<file path="src/sv/pxsm_pkg.sv">
// Shared types and constants for the pixel map accumulator.
`timescale 1ns / 1ps

package pxsm_pkg;

    localparam int CFG_W   = 8;
    localparam int POS_W   = 4;
    localparam int COORD_W = 16;
    localparam int WORD_W  = 32;

    localparam logic [1:0] CMD_STREAM   = 2'd0;
    localparam logic [1:0] CMD_READ     = 2'd1;
    localparam logic [1:0] CMD_READ_CLR = 2'd2;

    localparam logic [1:0] REG_WIDTH_X  = 2'd0;
    localparam logic [1:0] REG_HEIGHT_Y = 2'd1;
    localparam logic [1:0] REG_SCALERS  = 2'd2;

    localparam logic [7:0]       WIDTH_X_RESET  = 8'd128;
    localparam logic [7:0]       HEIGHT_Y_RESET = 8'd128;
    localparam logic [POS_W-1:0] SCALERS_RESET  = 4'd2;

    typedef enum logic [1:0] {
        OP_NONE,
        OP_ADD,
        OP_READ,
        OP_CLEAR
    } t_op;

    typedef struct packed {
        t_op  op;
        logic oor;
    } t_req;

    typedef struct packed {
        logic [1:0]        cmd;
        logic [WORD_W-1:0] stream_word;
        logic [6:0]        read_x;
        logic [6:0]        read_y;
    } t_in_item;

    typedef struct packed {
        logic [WORD_W-1:0] bin_value;
        logic              accumulated;
        logic              out_of_range;
    } t_out_item;

endpackage

</file>
<file path="src/sv/pxsm_front.sv">
// Configuration registers, record tracking and request decode.
`timescale 1ns / 1ps

module pxsm_front
    import pxsm_pkg::*;
#(
    parameter int MAX_COLUMNS = 128,
    parameter int MAX_ROWS    = 128,
    parameter int AW          = 14
) (
    input  logic              i_clk,
    input  logic              i_rst_n,
    input  logic              i_cfg_we,
    input  logic [1:0]        i_cfg_index,
    input  logic [CFG_W-1:0]  i_cfg_data,
    input  logic              i_in_valid,
    input  logic              i_ready,
    input  t_in_item          i_in_item,
    output logic              o_accept,
    output t_req              o_req,
    output logic [AW-1:0]     o_addr,
    output logic [WORD_W-1:0] o_word,
    output logic              o_ram_re
);

    logic [7:0]         r_wx;
    logic [7:0]         r_hy;
    logic [POS_W-1:0]   r_spp;
    logic [POS_W-1:0]   r_pos;
    logic [COORD_W-1:0] r_cur_x;
    logic [COORD_W-1:0] r_cur_y;

    logic [POS_W-1:0]   n_pos;
    logic [COORD_W-1:0] n_cur_x;
    logic [COORD_W-1:0] n_cur_y;

    logic               pixel;
    logic               rd_in_store;
    logic               accept;
    t_req               req;
    logic [AW-1:0]      addr;

    function automatic logic in_extent(input logic [COORD_W-1:0] x,
                                       input logic [COORD_W-1:0] y,
                                       input logic [7:0] wx,
                                       input logic [7:0] hy);
        return (x < COORD_W'(wx)) && (32'(x) < 32'(MAX_COLUMNS))
            && (y < COORD_W'(hy)) && (32'(y) < 32'(MAX_ROWS));
    endfunction

    function automatic logic [AW-1:0] bin_addr(input logic [COORD_W-1:0] x,
                                               input logic [COORD_W-1:0] y);
        return AW'(y) * AW'(MAX_COLUMNS) + AW'(x);
    endfunction

    assign accept = i_in_valid && i_ready;

    always_comb begin
        pixel       = (r_pos == '0) || (r_pos > r_spp);
        rd_in_store = (32'(i_in_item.read_x) < 32'(MAX_COLUMNS))
                   && (32'(i_in_item.read_y) < 32'(MAX_ROWS));
        n_pos       = r_pos;
        n_cur_x     = r_cur_x;
        n_cur_y     = r_cur_y;
        req.op      = OP_NONE;
        req.oor     = 1'b0;
        addr        = bin_addr(r_cur_x, r_cur_y);
        unique case (i_in_item.cmd) inside
            CMD_STREAM: begin
                if (pixel) begin
                    n_cur_x = i_in_item.stream_word[31:16];
                    n_cur_y = i_in_item.stream_word[15:0];
                    req.oor = !in_extent(n_cur_x, n_cur_y, r_wx, r_hy);
                    n_pos   = (r_spp == '0) ? POS_W'(0) : POS_W'(1);
                end else begin
                    if ((r_pos == POS_W'(2)) && in_extent(r_cur_x, r_cur_y, r_wx, r_hy)) begin
                        req.op = OP_ADD;
                    end
                    n_pos = (r_pos >= r_spp) ? POS_W'(0) : r_pos + POS_W'(1);
                end
            end
            CMD_READ, CMD_READ_CLR: begin
                addr = bin_addr(COORD_W'(i_in_item.read_x), COORD_W'(i_in_item.read_y));
                if (rd_in_store) begin
                    req.op = (i_in_item.cmd == CMD_READ_CLR) ? OP_CLEAR : OP_READ;
                end
            end
            default: begin
            end
        endcase
    end

    always_ff @(posedge i_clk) begin
        if (!i_rst_n) begin
            r_wx    <= WIDTH_X_RESET;
            r_hy    <= HEIGHT_Y_RESET;
            r_spp   <= SCALERS_RESET;
            r_pos   <= '0;
            r_cur_x <= '0;
            r_cur_y <= '0;
        end else begin
            if (i_cfg_we) begin
                unique case (i_cfg_index)
                    REG_WIDTH_X:  r_wx  <= i_cfg_data;
                    REG_HEIGHT_Y: r_hy  <= i_cfg_data;
                    REG_SCALERS:  r_spp <= i_cfg_data[POS_W-1:0];
                    default: begin
                    end
                endcase
            end
            if (accept) begin
                r_pos   <= n_pos;
                r_cur_x <= n_cur_x;
                r_cur_y <= n_cur_y;
            end
        end
    end

    assign o_accept = accept;
    assign o_req    = req;
    assign o_addr   = addr;
    assign o_word   = i_in_item.stream_word;
    assign o_ram_re = accept && (req.op != OP_NONE);

endmodule

</file>
<file path="config.mk">
export PLATFORM = sky130hd
export DESIGN_NAME = pxsm_front
export DESIGN_NICKNAME = d
export VERILOG_FILES = /design/src/sv/pxsm_pkg.sv /design/src/sv/pxsm_front.sv
export SDC_FILE = /design/constraint.sdc
export NUM_CORES = 1
export LEC_CHECK = 0
export BUFFER_PORTS_ARGS = -buffer_cell sky130_fd_sc_hd__buf_4
export CAP_MARGIN = 20
export CORE_ASPECT_RATIO = 0.7
export CORE_UTILIZATION = 56
export DETAILED_ROUTE_END_ITERATION = 8
export GPL_ROUTABILITY_DRIVEN = 0
export PLACE_DENSITY = 0.86
export SYNTH_ARGS = -nofsm -noshare
export SYNTH_HDL_FRONTEND = slang
export SYNTH_SLANG_ARGS = --single-unit
</file>
<file path="constraint.sdc">
create_clock -name i_clk -period 4.1 [get_ports i_clk]
set_clock_uncertainty 0.15 [all_clocks]
set_input_delay 0.41 -clock i_clk [delete_from_list [all_inputs] [get_ports i_clk]]
set_output_delay 0.41 -clock i_clk [all_outputs]
set_load 0.02 [all_outputs]
</file>
Word-level counts from Yosys, hierarchy flattened

Index checks and enable logic that the tools add are counted.

$add $sub $neg: 3
Muxes and demuxes: 10
Equality and inequality tests: 5
Order comparisons: 10
Reductions and logical operators: 22

Operators with widths:

| operator                                            | number |
|---|---|
| < comparator 16 x 8 -> 1 bit                        | 4 |
| < comparator 16 x 8 -> 1 bit, second input constant | 4 |
| adder 14 bit                                        | 1 |
| adder 14 x 7 -> 14 bit                              | 1 |
| two-way mux 14 bit                                  | 1 |
| logical AND 1 bit                                   | 9 |
| zero test 4 bit                                     | 2 |
| two-way mux 4 bit                                   | 2 |
| AND reduction 2 bit                                 | 4 |
| two-way mux 1 bit                                   | 6 |
| adder 4 x 1 -> 4 bit, second input constant         | 1 |
| equality test 2 x 1 -> 1 bit, second input constant | 2 |
| equality test 2 bit, second input constant          | 2 |
| equality test 4 x 2 -> 1 bit, second input constant | 1 |
| greater-or-equal comparator 4 bit                   | 1 |
| > comparator 4 bit                                  | 1 |
| zero test 2 bit                                     | 2 |
| case mux 2 bit (2 select lines)                     | 1 |
| AND reduction 3 bit                                 | 1 |
| nonzero test 2 bit                                  | 1 |
| OR reduction 2 bit                                  | 1 |
| zero test 1 bit                                     | 1 |
| logical OR 1 bit                                    | 1 |

Input port bits: 63
Logic and storage cells: 56
Register bits after elaboration: 56
Output and inout bits: 51

Depth between registers and ports, before layout

Depth in word-level cells: 10
Mapped depth: 8
Gate-level depth less buffers: 8

Worst setup path before layout

OpenSTA, ideal clock, no wires.

Kind: register to output
Start: reg r_hy[7]
End: out o_ram_re
Required time: 3.540 ns
Cell stages (with the launch flop): 8
Data arrival time: 1.903 ns
Setup slack: 1.637 ns
Cell sequence: dfxtp_1 inv_1 ha_1 a211o_1 a221o_1 nor4_1 o2111ai_1 a31oi_1

Cells in the longest elaborated chain, start to end: 9

Ends and longest elaborated chain:

| element                         | line              | source |
|---|---|---|
| start, declared                 | pxsm_front.sv:27  | `logic [7:0] r_hy;` |
| start signal, assigned          | pxsm_front.sv:105 | `REG_HEIGHT_Y: r_hy <= i_cfg_data;` |
| < comparator 16 x 8 -> 1 bit    | pxsm_front.sv:48  | `&& (y < COORD_W'(hy)) && (32'(y) < 32'(MAX_ROWS));` |
| logical AND 1 bit (2 in series) | pxsm_front.sv:48  |  |
| logical AND 1 bit               | pxsm_front.sv:76  | `if ((r_pos == POS_W'(2)) && in_extent(r_cur_x, r_cur_y, r_wx, r_hy)) begin` |
| two-way mux 1 bit               | pxsm_front.sv:76  |  |
| two-way mux 1 bit               | pxsm_front.sv:70  | `if (pixel) begin` |
| case mux 2 bit (2 select lines) | pxsm_front.sv:68  | `unique case (i_in_item.cmd) inside` |
| nonzero test 2 bit              | pxsm_front.sv:123 | `assign o_ram_re = accept && (req.op != OP_NONE);` |
| logical AND 1 bit               | pxsm_front.sv:123 |  |
| end, declared                   | pxsm_front.sv:23  | `output logic o_ram_re` |

Every way passes these cells.

Worst setup path in the final report

Start: reg r_cur_x[7]
End: out o_ram_re

Cells in the longest elaborated chain, start to end: 10
Elaborated cells on any way between the ends: 11
Those cells by class: order compare: 2; mux: 3; reduce/logical: 6

Ends and longest elaborated chain:

| element                           | line              | source |
|---|---|---|
| start, declared                   | pxsm_front.sv:30  | `logic [COORD_W-1:0] r_cur_x;` |
| start signal, assigned            | pxsm_front.sv:113 | `r_cur_x <= n_cur_x;` |
| < comparator 16 x 8 -> 1 bit      | pxsm_front.sv:47  | `return (x < COORD_W'(wx)) && (32'(x) < 32'(MAX_COLUMNS))` |
| logical AND 1 bit *               | pxsm_front.sv:47  |  |
| logical AND 1 bit * (2 in series) | pxsm_front.sv:48  |  |
| logical AND 1 bit *               | pxsm_front.sv:76  |  |
| two-way mux 1 bit *               | pxsm_front.sv:76  |  |
| two-way mux 1 bit *               | pxsm_front.sv:70  |  |
| case mux 2 bit (2 select lines) * | pxsm_front.sv:68  |  |
| nonzero test 2 bit *              | pxsm_front.sv:123 |  |
| logical AND 1 bit *               | pxsm_front.sv:123 |  |

Every way passes the cells marked *; elsewhere a longest branch is shown, timed or not.

==> flow_metrics.tcl <==
set metrics [dict create \
    critPathTopFamily "compound AO/OA/AOI/OAI gates" \
    cts_hold_buffers 0 \
    ys_ff_latch 56 \
    finalSetupTns_ps 0 \
    grtUsageTotal_pct 26.49 \
    netlist_top_cells_count "56 x dfxtp_1, 52 x nor2b_1, 43 x mux2i_1" \
    cts_buffer_depth 2 \
    io_buffers 113 \
    synth_edf_count 0 \
    power_density_nw_per_um2 275.5 \
    synth-main-ff-cell "dfxtp_1" \
    placed_cells 574 \
    path_buf_inv 1 \
    hold_viol_final 0 \
    synthArstFlopShare_pct 0 \
    final_max_slew_viol_count 0 \
    firstDrtPassIters 6 \
    syn_nets 520 \
    seq_area_frac_synth_pct 29.74 \
    drive_gt1_share_pct 25.66 \
    setup_violations 0 \
    tightest_slew_ps 978.5 \
    peakVddDrop_mv 0.1826 \
    drc_errors 0 \
    synth.area.top_cells "dfxtp_1 30%, ha_1 14%, mux2i_1 11%" \
    synth_area_leader_cell "dfxtp_1" \
    clkTransAtPathRegs_ps 110 \
    pin_count 114 \
    critPathRequiredTime_ps 3540 \
    antenna_found_initial 0 \
    die_height_um 70.65 \
    synth.most_common_cell "dfxtp_1" \
    worst-setup-path-type "reg -> out" \
    hold_class "in -> reg" \
    grt_max_degree 55 \
    total_power_uw 1253 \
    via_per_inst 5.478 \
    yosys_warnings 0 \
    wl_per_cell_um 15.54 \
    nets 596 \
    cts-resized-gates 0 \
    dp_worst_setup_slack_ps 1371 \
    grt_pass1_wl_mm 14.76 \
    cp-start-kind "flop" \
    ant_nets 0 \
    die_w_um 100.1 \
    syn_avg_cell_area_sq_um 9.106 \
    synth_top_cell_area_share_pct 29.74 \
    finalCritPeriodShare_pct 78.23 \
    num_vias 3188 \
    slowest_stage "dfxtp_1" \
    netlist_area_sq_um 3770 \
    clk_latency_ps 310 \
    arrival_ps 2650 \
    critPathMaxFanout 4 \
    core.rowCount 24 \
    dieArea_sq_um 7069 \
    syn-instance-count 414 \
    synth_cell_types 49 \
    cap_violations 0 \
    max_freq_mhz 311.8 \
    wirelength_mm 9.043 \
    grt_pass1_vias 3134 \
    dpl.hpwl_mm 7.110 \
    root_buffer "clkbuf_8" \
    coreArea_sq_um 6366 \
    period_needed_ps 3207 \
    area_growth_syn_to_layout_pct 20.68 \
    antenna_cells 0 \
    end_kind "primary output" \
    final-instance-count-excl-fill 582 \
    cpPeakStageDelay_ps 490 \
    outcome "complete, no violations" \
    cts_tree "built" \
    ctsHtreeMaxLevel 2 \
    numCtsBuffers 5 \
    cts_setup_buffers 0 \
    p_leak_uw 0.002009 \
    crit_chain "ha_1 > and3_1 > a221o_1 > nor4_1 > o2111ai_1 > a31oi_1 > buf_4" \
    start_util_pct 59.22 \
    drt-initial-drc-count 162 \
    cts.sinks 56 \
    grt_setup_unrepaired "no" \
    finalWorstSetupSlack_ps 892.7 \
    max-slew-margin-rel_pct 34.48 \
    grt_overflow 0 \
]
==> kinds of logic (layout without fill, tap and decap cells) <==
family	count (synthesis)	count (layout)	share of synthesized area, %
compound gates	55	55	10.06
xor+xnor	5	5	1.162
fa+ha+maj	43	43	14.47
buf+inv	73	150	11.05
flops	56	56	29.74
mux	52	52	14.11
simple gates	130	130	19.42
==> registers in the layout, summed over array words and instances, names as in the netlist <==
register and count:
r_cur_x 16, r_cur_y 16, r_hy 8, r_pos 4, r_spp 4, r_wx 8
==> layout by cell type, fill, tap and decap left out, types with 5 or more instances in the layout <==
cell type | netlist | layout
mux2i_1 | 43 | 43
nor4_1 | 11 | 11
a21oi_1 | 13 | 13
dfxtp_1 | 56 | 56
o21ai_1 | 8 | 8
nand4_1 | 7 | 7
inv_1 | 27 | 27
buf_4 | 32 | 114
mux2_1 | 9 | 9
a21o_1 | 6 | 6
ha_1 | 42 | 42
o21ai_0 | 5 | 5
nor2_1 | 19 | 19
clkbuf_8 | 0 | 6
nand2_1 | 20 | 20
nor2b_1 | 52 | 52
==> worst min-delay path: stages <==
cell and delay [ps]:
buf_4 90, o21ai_1 60, nand2_1 60
==> cell type report <==
class	instances	area [sq um]
timing repair buffer	114	855.8
tap	91	113.9
fill	467	1817
inverter	28	105.1
clock buffer	6	82.58
clock inverter	2	38.79
sequential	56	1121
multi-input combinational	285	2232
==> report_power, final <==
part           leakage (uW)  internal [uW]  total (uW)  switching (uW)
clock network     0.0000614            200         390             189
registers          0.000454            558         568            9.84
logic               0.00149            142         296             154
==> routing by layer <==
layer,vias up,global-route usage [%],share of wire [%]
met5,-,0,0
met4,0,5.475,1.2
met3,13,4.447,6.8
met2,126,44.60,45
met1,1483,35.99,47
li1,1566,-,-
==> per-stage QoR <==
| stage | utilization (%) | hold slack (ps) | cell area [sq um] |
|---|---|---|---|
| after global routing | 71.46 | 188.0 | 4549 |
| after global placement | 69.56 | 346.6 | 4428 |
| final | 71.46 | 180.2 | 4549 |
| after floorplan | - | 333.0 | 3770 |
| after CTS | 71.46 | 183.0 | 4549 |
| after detailed placement | 69.56 | 360.2 | 4428 |
==> path summary, 6_finish.rpt <==
check	start	endpoint	slack (ps)	depth (start not counted)
setup reg to reg	r_spp[3]$_SDFFE_PN0P_	r_cur_y[1]$_SDFFE_PN0P_	1390	8
setup / recovery	r_cur_x[7]$_SDFFE_PN0P_	o_ram_re	890	7
hold reg to reg	r_hy[1]$_SDFFE_PN0P_	r_hy[1]$_SDFFE_PN0P_	380	2
hold / removal	i_cfg_data[7]	r_hy[7]$_SDFFE_PN1P_	180	3
Power figures use the tool's default switching activity.
