**src/sv/pxsm_pkg.sv**
```systemverilog
// Shared types and constants for the pixel map accumulator.
`timescale 1ns / 1ps

package pxsm_pkg;

    localparam int CFG_W   = 8;
    localparam int POS_W   = 4;
    localparam int COORD_W = 16;
    localparam int WORD_W  = 32;

    localparam logic [1:0] CMD_STREAM   = 2'd0;
    localparam logic [1:0] CMD_READ     = 2'd1;
    localparam logic [1:0] CMD_READ_CLR = 2'd2;

    localparam logic [1:0] REG_WIDTH_X  = 2'd0;
    localparam logic [1:0] REG_HEIGHT_Y = 2'd1;
    localparam logic [1:0] REG_SCALERS  = 2'd2;

    localparam logic [7:0]       WIDTH_X_RESET  = 8'd128;
    localparam logic [7:0]       HEIGHT_Y_RESET = 8'd128;
    localparam logic [POS_W-1:0] SCALERS_RESET  = 4'd2;

    typedef enum logic [1:0] {
        OP_NONE,
        OP_ADD,
        OP_READ,
        OP_CLEAR
    } t_op;

    typedef struct packed {
        t_op  op;
        logic oor;
    } t_req;

    typedef struct packed {
        logic [1:0]        cmd;
        logic [WORD_W-1:0] stream_word;
        logic [6:0]        read_x;
        logic [6:0]        read_y;
    } t_in_item;

    typedef struct packed {
        logic [WORD_W-1:0] bin_value;
        logic              accumulated;
        logic              out_of_range;
    } t_out_item;

endpackage

```
**src/sv/pxsm_rmw.sv**
```systemverilog
// Read-modify-write stage with forwarding, output register and clearing pass.
`timescale 1ns / 1ps

module pxsm_rmw
    import pxsm_pkg::*;
#(
    parameter int BIN_WIDTH = 32,
    parameter int DEPTH     = 16384,
    parameter int AW        = 14
) (
    input  logic                 i_clk,
    input  logic                 i_rst_n,
    input  logic                 i_accept,
    input  t_req                 i_req,
    input  logic [AW-1:0]        i_addr,
    input  logic [WORD_W-1:0]    i_word,
    input  logic [BIN_WIDTH-1:0] i_rdata,
    output logic                 o_ready,
    output logic                 o_wr_en,
    output logic [AW-1:0]        o_wr_addr,
    output logic [BIN_WIDTH-1:0] o_wr_data,
    output logic                 o_out_valid,
    input  logic                 i_out_ready,
    output t_out_item            o_out_item
);

    logic                 r_clr_done;
    logic [AW-1:0]        r_clr_addr;
    logic                 r_s1_valid;
    t_req                 r_s1_req;
    logic [AW-1:0]        r_s1_addr;
    logic [WORD_W-1:0]    r_s1_word;
    logic                 r_fwd_hit;
    logic [BIN_WIDTH-1:0] r_fwd_data;
    logic                 r_out_valid;
    t_out_item            r_out_item;

    logic                 s1_adv;
    logic [BIN_WIDTH-1:0] cur;
    logic                 s1_wr;
    logic [BIN_WIDTH-1:0] s1_wdata;
    t_out_item            s1_item;
    logic                 wr_en;
    logic [AW-1:0]        wr_addr;
    logic [BIN_WIDTH-1:0] wr_data;

    assign s1_adv  = r_s1_valid && (!r_out_valid || i_out_ready);
    assign o_ready = r_clr_done && (!r_s1_valid || s1_adv);
    assign cur     = r_fwd_hit ? r_fwd_data : i_rdata;

    always_comb begin
        s1_wr                = 1'b0;
        s1_wdata             = '0;
        s1_item.bin_value    = '0;
        s1_item.accumulated  = 1'b0;
        s1_item.out_of_range = r_s1_req.oor;
        case (r_s1_req.op)
            OP_ADD: begin
                s1_wr               = 1'b1;
                s1_wdata            = cur + BIN_WIDTH'(r_s1_word);
                s1_item.accumulated = 1'b1;
            end
            OP_READ: begin
                s1_item.bin_value = WORD_W'(cur);
            end
            OP_CLEAR: begin
                s1_wr             = 1'b1;
                s1_item.bin_value = WORD_W'(cur);
            end
            default: begin
            end
        endcase
    end

    always_comb begin
        if (!r_clr_done) begin
            wr_en   = 1'b1;
            wr_addr = r_clr_addr;
            wr_data = '0;
        end else begin
            wr_en   = s1_adv && s1_wr;
            wr_addr = r_s1_addr;
            wr_data = s1_wdata;
        end
    end

    always_ff @(posedge i_clk) begin
        if (!i_rst_n) begin
            r_clr_done  <= 1'b0;
            r_clr_addr  <= '0;
            r_s1_valid  <= 1'b0;
            r_fwd_hit   <= 1'b0;
            r_out_valid <= 1'b0;
        end else begin
            if (!r_clr_done) begin
                r_clr_addr <= r_clr_addr + AW'(1);
                if (r_clr_addr == AW'(DEPTH - 1)) begin
                    r_clr_done <= 1'b1;
                end
            end
            if (i_accept) begin
                r_s1_valid <= 1'b1;
                r_fwd_hit  <= wr_en && (wr_addr == i_addr);
            end else if (s1_adv) begin
                r_s1_valid <= 1'b0;
            end
            if (s1_adv) begin
                r_out_valid <= 1'b1;
            end else if (i_out_ready) begin
                r_out_valid <= 1'b0;
            end
        end
    end

    always_ff @(posedge i_clk) begin
        if (i_accept) begin
            r_s1_req   <= i_req;
            r_s1_addr  <= i_addr;
            r_s1_word  <= i_word;
            r_fwd_data <= wr_data;
        end
        if (s1_adv) begin
            r_out_item <= s1_item;
        end
    end

    assign o_wr_en     = wr_en;
    assign o_wr_addr   = wr_addr;
    assign o_wr_data   = wr_data;
    assign o_out_valid = r_out_valid;
    assign o_out_item  = r_out_item;

    a_no_accept_clearing: assert property (@(posedge i_clk) disable iff (!i_rst_n)
        !r_clr_done |-> !i_accept)
        else $error("transfer accepted during clearing pass");

    a_accept_fills_s1: assert property (@(posedge i_clk) disable iff (!i_rst_n)
        i_accept |=> r_s1_valid)
        else $error("accepted transfer missing from stage 1");

    a_wr_source: assert property (@(posedge i_clk) disable iff (!i_rst_n)
        wr_en |-> (!r_clr_done || s1_adv))
        else $error("map write without clearing pass or stage advance");

    a_s1_drains: assert property (@(posedge i_clk) disable iff (!i_rst_n)
        (s1_adv && !i_accept) |=> !r_s1_valid)
        else $error("stage 1 kept an item that already advanced");

    a_fwd_needs_write: assert property (@(posedge i_clk) disable iff (!i_rst_n)
        (i_accept && !wr_en) |=> !r_fwd_hit)
        else $error("forward hit without a matching write");

endmodule

```
**config.mk**
```make
export PLATFORM = sky130hd
export DESIGN_NAME = pxsm_rmw
export DESIGN_NICKNAME = d
export VERILOG_FILES = /design/src/sv/pxsm_pkg.sv /design/src/sv/pxsm_rmw.sv
export SDC_FILE = /design/constraint.sdc
export NUM_CORES = 1
export LEC_CHECK = 0
export CAP_MARGIN = 10
export CORE_UTILIZATION = 66
export CTS_BUF_LIST = sky130_fd_sc_hd__clkbuf_4
export DETAILED_ROUTE_END_ITERATION = 8
export DONT_BUFFER_PORTS = 1
export GPL_ROUTABILITY_DRIVEN = 1
export PLACE_DENSITY_LB_ADDON = 0.2
export RECOVER_POWER = 100
export SLEW_MARGIN = 10
export SYNTH_ARGS = -nofsm -noshare
export SYNTH_HDL_FRONTEND = slang
export SYNTH_SLANG_ARGS = --single-unit
```
**constraint.sdc**
```tcl
create_clock -name i_clk -period 4.3 [get_ports i_clk]
set_input_delay 0.645 -clock i_clk [delete_from_list [all_inputs] [get_ports i_clk]]
set_output_delay 0.645 -clock i_clk [all_outputs]
set_load 0.02 [all_outputs]
```
# Word level (Yosys, flattened, before mapping)
# Index checks and enable logic that the tools add are counted.
# W data, S select, Z words.
word_totals:
  register_bits: 133
  out_inout_bits: 83
  inputBits: 85
  elab_cells: 45
op_classes:
  n_reduce_logical: 12
  addsub: 2
  n_eq_ne: 5
  muxes: 13
op_table:
  columns: ["op", "count"]
  rows:
  - ["$mux W32", 3]
  - ["$add A32 B32 Y32", 1]
  - ["$add A14 B1 Y14 const B", 1]
  - ["$eq A14 B14 Y1", 1]
  - ["$eq A14 B14 Y1 const B", 1]
  - ["$mux W14", 1]
  - ["$mux W1", 9]
  - ["$eq A2 B2 Y1 const B", 2]
  - ["$logic_and A1 B1 Y1", 4]
  - ["$reduce_bool A2 Y1", 2]
  - ["$reduce_or A2 Y1", 2]
  - ["$eq A2 B1 Y1 const B", 1]
  - ["$logic_not A1 Y1", 2]
  - ["$logic_or A1 B1 Y1", 2]

# Logic depth before layout (Yosys ltp)
# Gate-level depths: netlist (run 1).
logic_depth:
  depth_word: 6
  ltp_mapped: 13
  depth_no_buf: 11

# Worst setup path before layout (run 1)
# Ideal clock, no wire load.
synth_path:
  kind: "reg-to-output"
  from: "reg r_fwd_hit"
  to: "out o_wr_data[26]"
  path_stages_with_launch: 13
  n_path_buf: 2
  setup_slack_ps: 362
  required_time_ps: 3655
  arrival_ps: 3293
  path_cell_list: "dfxtp_1 > clkbuf_1 > clkbuf_1 > mux2_2 > ha_1 > inv_1 > fa_1 > nor2b_1 > o2111a_1 > o21ai_0 > a31o_2 > a311oi_1 > o41ai_1"
synth_between:
  elab_chain_cells: 4
synth_lines:
  columns: ["element", "line", "source"]
  rows:
  - ["from (decl)", "pxsm_rmw.sv:33", "logic r_fwd_hit;"]
  - ["from (signal assigned)", "pxsm_rmw.sv:103", "r_fwd_hit <= wr_en && (wr_addr == i_addr);"]
  - ["$mux W32", "pxsm_rmw.sv:49", "assign cur = r_fwd_hit ? r_fwd_data : i_rdata;"]
  - ["named net cur[0]", "pxsm_rmw.sv:39", "logic [BIN_WIDTH-1:0] cur;"]
  - ["$add A32 B32 Y32", "pxsm_rmw.sv:60", "s1_wdata = cur + BIN_WIDTH'(r_s1_word);"]
  - ["$mux W32", "pxsm_rmw.sv:57", "case (r_s1_req.op)"]
  - ["$mux W32", "pxsm_rmw.sv:76", "if (!r_clr_done) begin"]
  - ["to (decl)", "pxsm_rmw.sv:21", "output logic [BIN_WIDTH-1:0] o_wr_data,"]
# The timed path passes the listed nets, and every way through them passes these cells.

# Worst setup path in the final report (run 1)
layout_path:
  from: "reg r_fwd_hit"
  to: "out o_wr_data[30]"
# Same word-level chain as after synthesis.

==> run summary, run 1 <==
Cell Rows: 37
Final Hold Vio Count: 0
total placed cells including tap cells: 720
design area: 7960 um^2
TritonCTS buffer count: 17
die footprint: 11200 um^2
WHS Path Cells: 0
Post-Layout Cell Count: 758
r2r worst-path depth: 9
timing startpoint of the critical path: r_fwd_hit
RSZ-0062 raised after global routing: true
die height: 106 um
Max Clock Freq: 237 MHz
Worst slew margin: 0.141
final core utilization: 0.767
Primary FF master, synth: edfxtp_1
1st-iter DRT viols: 283
Distinct cells, synth: 61
outcome: complete, no violations
Crit path max-delay family: compound AO/OA/AOI/OAI gates
antenna violation net count after detailed routing: 0
Hold Path Origin: i_word[22]
Final setup violation count: 0
EDFF count, synth: 115
Min Hold Slack: 0.160 ns
initial core utilization: 0.686
clk_skew: 0.0236 ns
worst r2r src: r_fwd_hit
Hold Path Class: primary input to flop
Area contributors post-synth: edfxtp_1 49%, mux2_2 6.8%, ha_1 5.6%, dfxtp_1 5.1%, and2_1 3.6%
# Max-Cap Violations: 0
CP Data Arrival Time: 3.58 ns
largest fanout on the critical path: 8
worst-skew pair later-pin latency: 0.57 ns
crit path buf inv count: 1
R2R Path End: r_fwd_data[31]
core area: 10400 um^2
Reg2Reg Setup Slack: 1.04 ns
total grt overflow: 0
Yosys top cell area share: 0.486
Static Leak: 2.87 nW
vias: 4792
clk sinks: 133
CP max stage cell: dfxtp_4
share of layout cells above drive strength 1: 0.236
CP Capture Type: primary output
Critical Path RT: 3.65 ns
sequential area share after synthesis: 0.536
IO Pins: 168
Final Slew Violations: 0
mapped cell area: 7110 um^2
ANT cells: 0
RD Place Congestion: 0.890
TritonCTS clock tree: done
Root Buffer: clkbuf_4
Wirelength per Cell: 21.6 um
Bufs on Longest Clock Path: 2
CP Class: flop to primary output
warnings from Yosys: 0
final WL: 16400 um
syn_area_per_cell: 11.9 um^2
crit path cell chain: clkbuf_16 -> mux2_2 -> ha_4 -> a21oi_1 -> o211ai_1 -> o2111ai_1 -> a31o_2 -> a311oi_4 -> a211oi_2 -> mux2i_4
period utilisation layout: 0.983
initial antenna violation count: 1
placed inst area: 7250 um^2
placed wire-length estimate: 11000 um
Clk pin slew, worst setup/hold paths: 0.11 ns
maximum number of pins on one net before global-route repair: 85
input/output buffers: 0
DR DRC count: 0
Post-synth ARST share: 0
maximum VDD drop: 0.000453 V
Layout area overhead: 11.9%
die width: 106 um
flops & latches, synth: 133
nets: 727
kind of start point of the critical path: flop
total global-route track usage: 0.300
Worst-Margin Slew: 1.29 ns
Mapped Nets: 715
vias in the first global route: 4798
post-route minimum period: 4.23 ns
Final TNS setup: 0 ns
Vias/cell: 6.32
biggest area consumer among synthesized cells: edfxtp_1
PD cells: 364 nW/um^2
TritonRoute pass-1 iters: 5
worst hold endpoint: r_s1_word[22]
Synth Instances: 597
max incr delay on CP: 0.42 ns
H-tree depth: 4
global-route wire length before repair: 25000 um
worst max-delay path by stage:
stage	endpoint	cells after the start
final	o_wr_data[30]	10
after global routing	o_wr_data[30]	12
after CTS	o_wr_data[31]	10
after detailed placement	o_wr_data[30]	12
after global placement	o_wr_data[30]	12
after floorplan	o_wr_data[26]	12
where the power goes:
| group | total (mW) | switching, mW | internal [mW] |
|---|---|---|---|
| sequential | 1.53 | 0.0578 | 1.48 |
| clock | 0.893 | 0.431 | 0.462 |
| combinational | 0.468 | 0.264 | 0.204 |
| total | 2.89 | 0.752 | 2.14 |
sequential cells by signal, summed over array words and instances, names as in the netlist:
| signal | cells |
|---|---|
| r_clr_addr | 14 |
| r_clr_done | 1 |
| r_fwd_hit | 1 |
| r_s1_req | 3 |
| o_out_item | 34 |
| o_out_valid | 1 |
| r_fwd_data | 32 |
| r_s1_addr | 14 |
| r_s1_word | 32 |
| r_s1_valid | 1 |
cell usage after synthesis, types with 13 or more instances:
library cell,instances
nor2_1,46
edfxtp_1,115
o21ai_0,16
mux2_2,43
nand3_1,14
and2_1,41
ha_1,32
nand2_1,37
xor2_1,21
xnor2_1,23
dfxtp_1,18
a21oi_1,27
nor2b_1,13
worst register-to-register path, delay by kind of cell (launching register included):
kind / cells / cell delay (ns)
AND/OR/NAND/NOR: 4 / 1.13
AO/OA/AOI/OAI: 2 / 0.46
multiplexers: 1 / 0.36
adder cells (fa/ha/maj): 1 / 0.38
flip-flops: 1 / 0.42
buffers and inverters: 1 / 0.16
layer usage:
metal	vias up	track usage	wire length (um)
met5	-	0	0
met4	0	0.139	388
met3	35	0.0915	1460
met2	234	0.474	7890
met1	2284	0.381	6650
li1	2239	-	-
kinds of logic (layout without fill, tap and decap cells):
kind of cell / count (synthesis) / after routing / synth area share
AO/OA/AOI/OAI: 110 / 110 / 0.108
multiplexers: 50 / 50 / 0.0780
AND/OR/NAND/NOR: 194 / 194 / 0.142
flip-flops: 133 / 133 / 0.536
buffers and inverters: 33 / 58 / 0.0223
adder cells (fa/ha/maj): 33 / 33 / 0.0591
XOR/XNOR: 44 / 44 / 0.0542
area by class of cell:
| type | instances | area, um^2 |
|---|---|---|
| inverter | 11 | 41.3 |
| clock inverter | 13 | 163 |
| tap | 136 | 170 |
| sequential | 133 | 3820 |
| timing repair buffer | 15 | 171 |
| clock buffer | 19 | 143 |
| fill | 671 | 2410 |
| multi-input combinational | 431 | 3450 |
metrics by stage:
stage               power [mW]  worst slack, ns
floorplan                 1.87            0.362
global placement          1.95            0.318
detailed placement        1.96            0.190
CTS                       2.87         0.000672
global route              3.00          -0.0743
finish                    2.89           0.0726
cell usage in the layout (no fill, tap or decap), drive strengths merged, types with 2 or more instances in the layout:
| cell type | synthesis | final |
|---|---|---|
| a211oi | 4 | 4 |
| o21bai | 2 | 2 |
| a31oi | 6 | 6 |
| a41oi | 2 | 2 |
| mux2i | 7 | 7 |
| nand2b | 5 | 5 |
| inv | 11 | 11 |
| nand2 | 40 | 40 |
| a21oi | 27 | 27 |
| nand4 | 6 | 6 |
| buf | 9 | 13 |
| and3 | 6 | 6 |
| nor2 | 46 | 46 |
| nand3 | 14 | 14 |
| and2 | 41 | 41 |
| edfxtp | 115 | 115 |
| o21a | 9 | 9 |
| nand4b | 3 | 3 |
| mux2 | 43 | 43 |
| bufinv | 0 | 4 |
| xor2 | 21 | 21 |
| or4 | 3 | 3 |
| o2111ai | 2 | 2 |
| xnor2 | 23 | 23 |
| ha | 32 | 32 |
| or3 | 2 | 2 |
| o211ai | 2 | 2 |
| nor3 | 7 | 7 |
| o21ai | 16 | 16 |
| a21o | 17 | 17 |
| clkinv | 0 | 8 |
| o31ai | 5 | 5 |
| a311oi | 2 | 2 |
| dfxtp | 18 | 18 |
| a21boi | 5 | 5 |
| nor4 | 2 | 2 |
| and4 | 2 | 2 |
| nor2b | 13 | 13 |
| clkbuf | 13 | 21 |
repair_timing:
action / 4_1_cts / 5_1_grt
pin swaps: 3 / 3
cloned: 1 / 1
hold buffers: 0 / 0
gates resized for setup: 38 / 29
buffers inserted: 1 / 3
setup endpoints to repair: 14 / 11
Note: power is estimated with default switching activity, not from simulation.
==> inputs of run 2 (changes only) <==
--- a/config.mk
+++ b/config.mk
@@ -13,6 +13,7 @@
 export GPL_ROUTABILITY_DRIVEN = 1
 export PLACE_DENSITY_LB_ADDON = 0.2
 export RECOVER_POWER = 100
+export REMOVE_ABC_BUFFERS = 1
 export SLEW_MARGIN = 10
 export SYNTH_ARGS = -nofsm -noshare
 export SYNTH_HDL_FRONTEND = slang
==> run summary, run 2 (synthesis results as in run 1) <==
CP Class: flop to primary output
DR DRC count: 0
Final Slew Violations: 0
vias: 4839
Worst-Margin Slew: 1.11 ns
total global-route track usage: 0.293
Bufs on Longest Clock Path: 2
RSZ-0062 raised after global routing: true
TritonCTS clock tree: done
input/output buffers: 0
PD cells: 359 nW/um^2
total grt overflow: 0
Static Leak: 2.89 nW
clk_skew: 0.0166 ns
nets: 734
kind of start point of the critical path: flop
r2r worst-path depth: 10
pre-CTS setup slack: 0.215 ns
max reg flops: 34
worst hold endpoint: r_s1_word[7]
Clk pin slew, worst setup/hold paths: 0.12 ns
largest fanout on the critical path: 7
period utilisation layout: 0.985
post-route minimum period: 4.24 ns
antenna violation net count after detailed routing: 0
worst-skew pair later-pin latency: 0.56 ns
Reg2Reg Setup Slack: 1.03 ns
initial core utilization: 0.686
global-route wire length before repair: 24600 um
initial antenna violation count: 4
most common cell after layout, fill and taps aside: edfxtp_1
die width: 106 um
core area: 10400 um^2
1st-iter DRT viols: 267
final WL: 16700 um
Max Clock Freq: 236 MHz
H-tree depth: 4
Root Buffer: clkbuf_4
Critical Path RT: 3.65 ns
Fillers: 636
die footprint: 11200 um^2
vias in the first global route: 4801
IO Pins: 168
commonest non-fill, non-tap cells in the layout: 115 x edfxtp_1, 42 x mux2_2, 41 x and2_1
worst r2r src: r_fwd_hit
clk sinks: 133
RD Place Congestion: 0.868
Final Hold Vio Count: 0
Final WS setup: 0.0644 ns
placed wire-length estimate: 10800 um
Wirelength per Cell: 21.7 um
Worst slew margin: 0.257
Layout area overhead: 13.4%
TritonRoute pass-1 iters: 6
Hold Path Class: primary input to flop
Final setup violation count: 0
maximum number of pins on one net before global-route repair: 85
outcome: complete, no violations
# Max-Cap Violations: 0
R2R Path End: r_fwd_data[31]
WHS Path Cells: 0
Hold Path Origin: i_word[7]
Vias/cell: 6.30
die height: 106 um
CP Capture Type: primary output
Final TNS setup: 0 ns
design area: 8070 um^2
share of layout cells above drive strength 1: 0.258
Cell Rows: 37
maximum VDD drop: 0.000339 V
placed inst area: 7250 um^2
hold_buf cts: 0
CP Data Arrival Time: 3.59 ns
TritonCTS buffer count: 17
## run 2: cell count changes in the layout (fill, tap and decap cells not counted), sizes merged
cell and change:
bufinv -1, clkinvlp +2, clkinv -3, diode +3, clkbuf +1, buf +8
## run 2: repair_timing
| item | in CTS | in global routing |
|---|---|---|
| buffers inserted | 6 | 6 |
| hold endpoints to repair | 0 | 0 |
| gates resized for setup | 20 | 63 |
| pin swaps | 1 | 8 |
| setup endpoints to repair | 16 | 17 |
## run 2: worst max path at each step
stage,from,end,slack (ns)
after floorplan,r_fwd_hit,o_wr_data[30],0.15
after global placement,r_fwd_hit,o_wr_data[25],0.32
after detailed placement,r_fwd_hit,o_wr_data[30],0.22
after CTS,r_fwd_hit,o_wr_data[29],0.005
after global routing,r_fwd_hit,o_wr_data[31],-0.06
final,r_fwd_hit,o_wr_data[31],0.06
## run 2: per-stage QoR
step	hold slack, ns	power (mW)	util	std cells
2_1_floorplan	0.400	1.86	-	575
4_1_cts	0.154	2.82	0.742	759
3_5_place_dp	0.420	1.95	0.699	721
3_3_place_gp	0.417	1.94	0.699	721
5_1_grt	0.124	3.01	0.778	767
6_report	0.174	2.89	0.778	768
## run 2: cell type report
type	instances	area [um^2]	area share
Antenna cell	3	7.51	0.000931
Clock buffer	21	158	0.0195
Clock inverter	11	135	0.0168
Inverter	11	41.3	0.00512
Multi-Input combinational cell	431	3530	0.438
Sequential cell	133	3820	0.473
Tap cell	136	170	0.0211
Timing Repair Buffer	22	206	0.0256
## run 2: worst max-delay path, stage by stage (launching register included)
cell      delay (ns)
dfxtp_4         0.44
buf_6           0.17
mux2_2          0.39
ha_4            0.32
and4_4          0.25
nand2b_1        0.07
a211oi_2        0.30
a211oi_4        0.11
or4_1           0.56
a21oi_1         0.16
nand3b_1        0.27
## run 2: per-layer routing
metal,up-vias,global-route usage,routed length [um]
li1,2259,-,-
met3,35,0.116,1400
met1,2337,0.353,6590
met4,2,0.104,317
met2,206,0.478,8370
met5,-,0,13
## run 2: report_power, final
part | leakage [nW] | total, mW | internal, mW | switching [mW]
combinational | 1.44 | 0.497 | 0.223 | 0.274
sequential | 1.29 | 1.53 | 1.48 | 0.0535
clock | 0.154 | 0.867 | 0.421 | 0.446
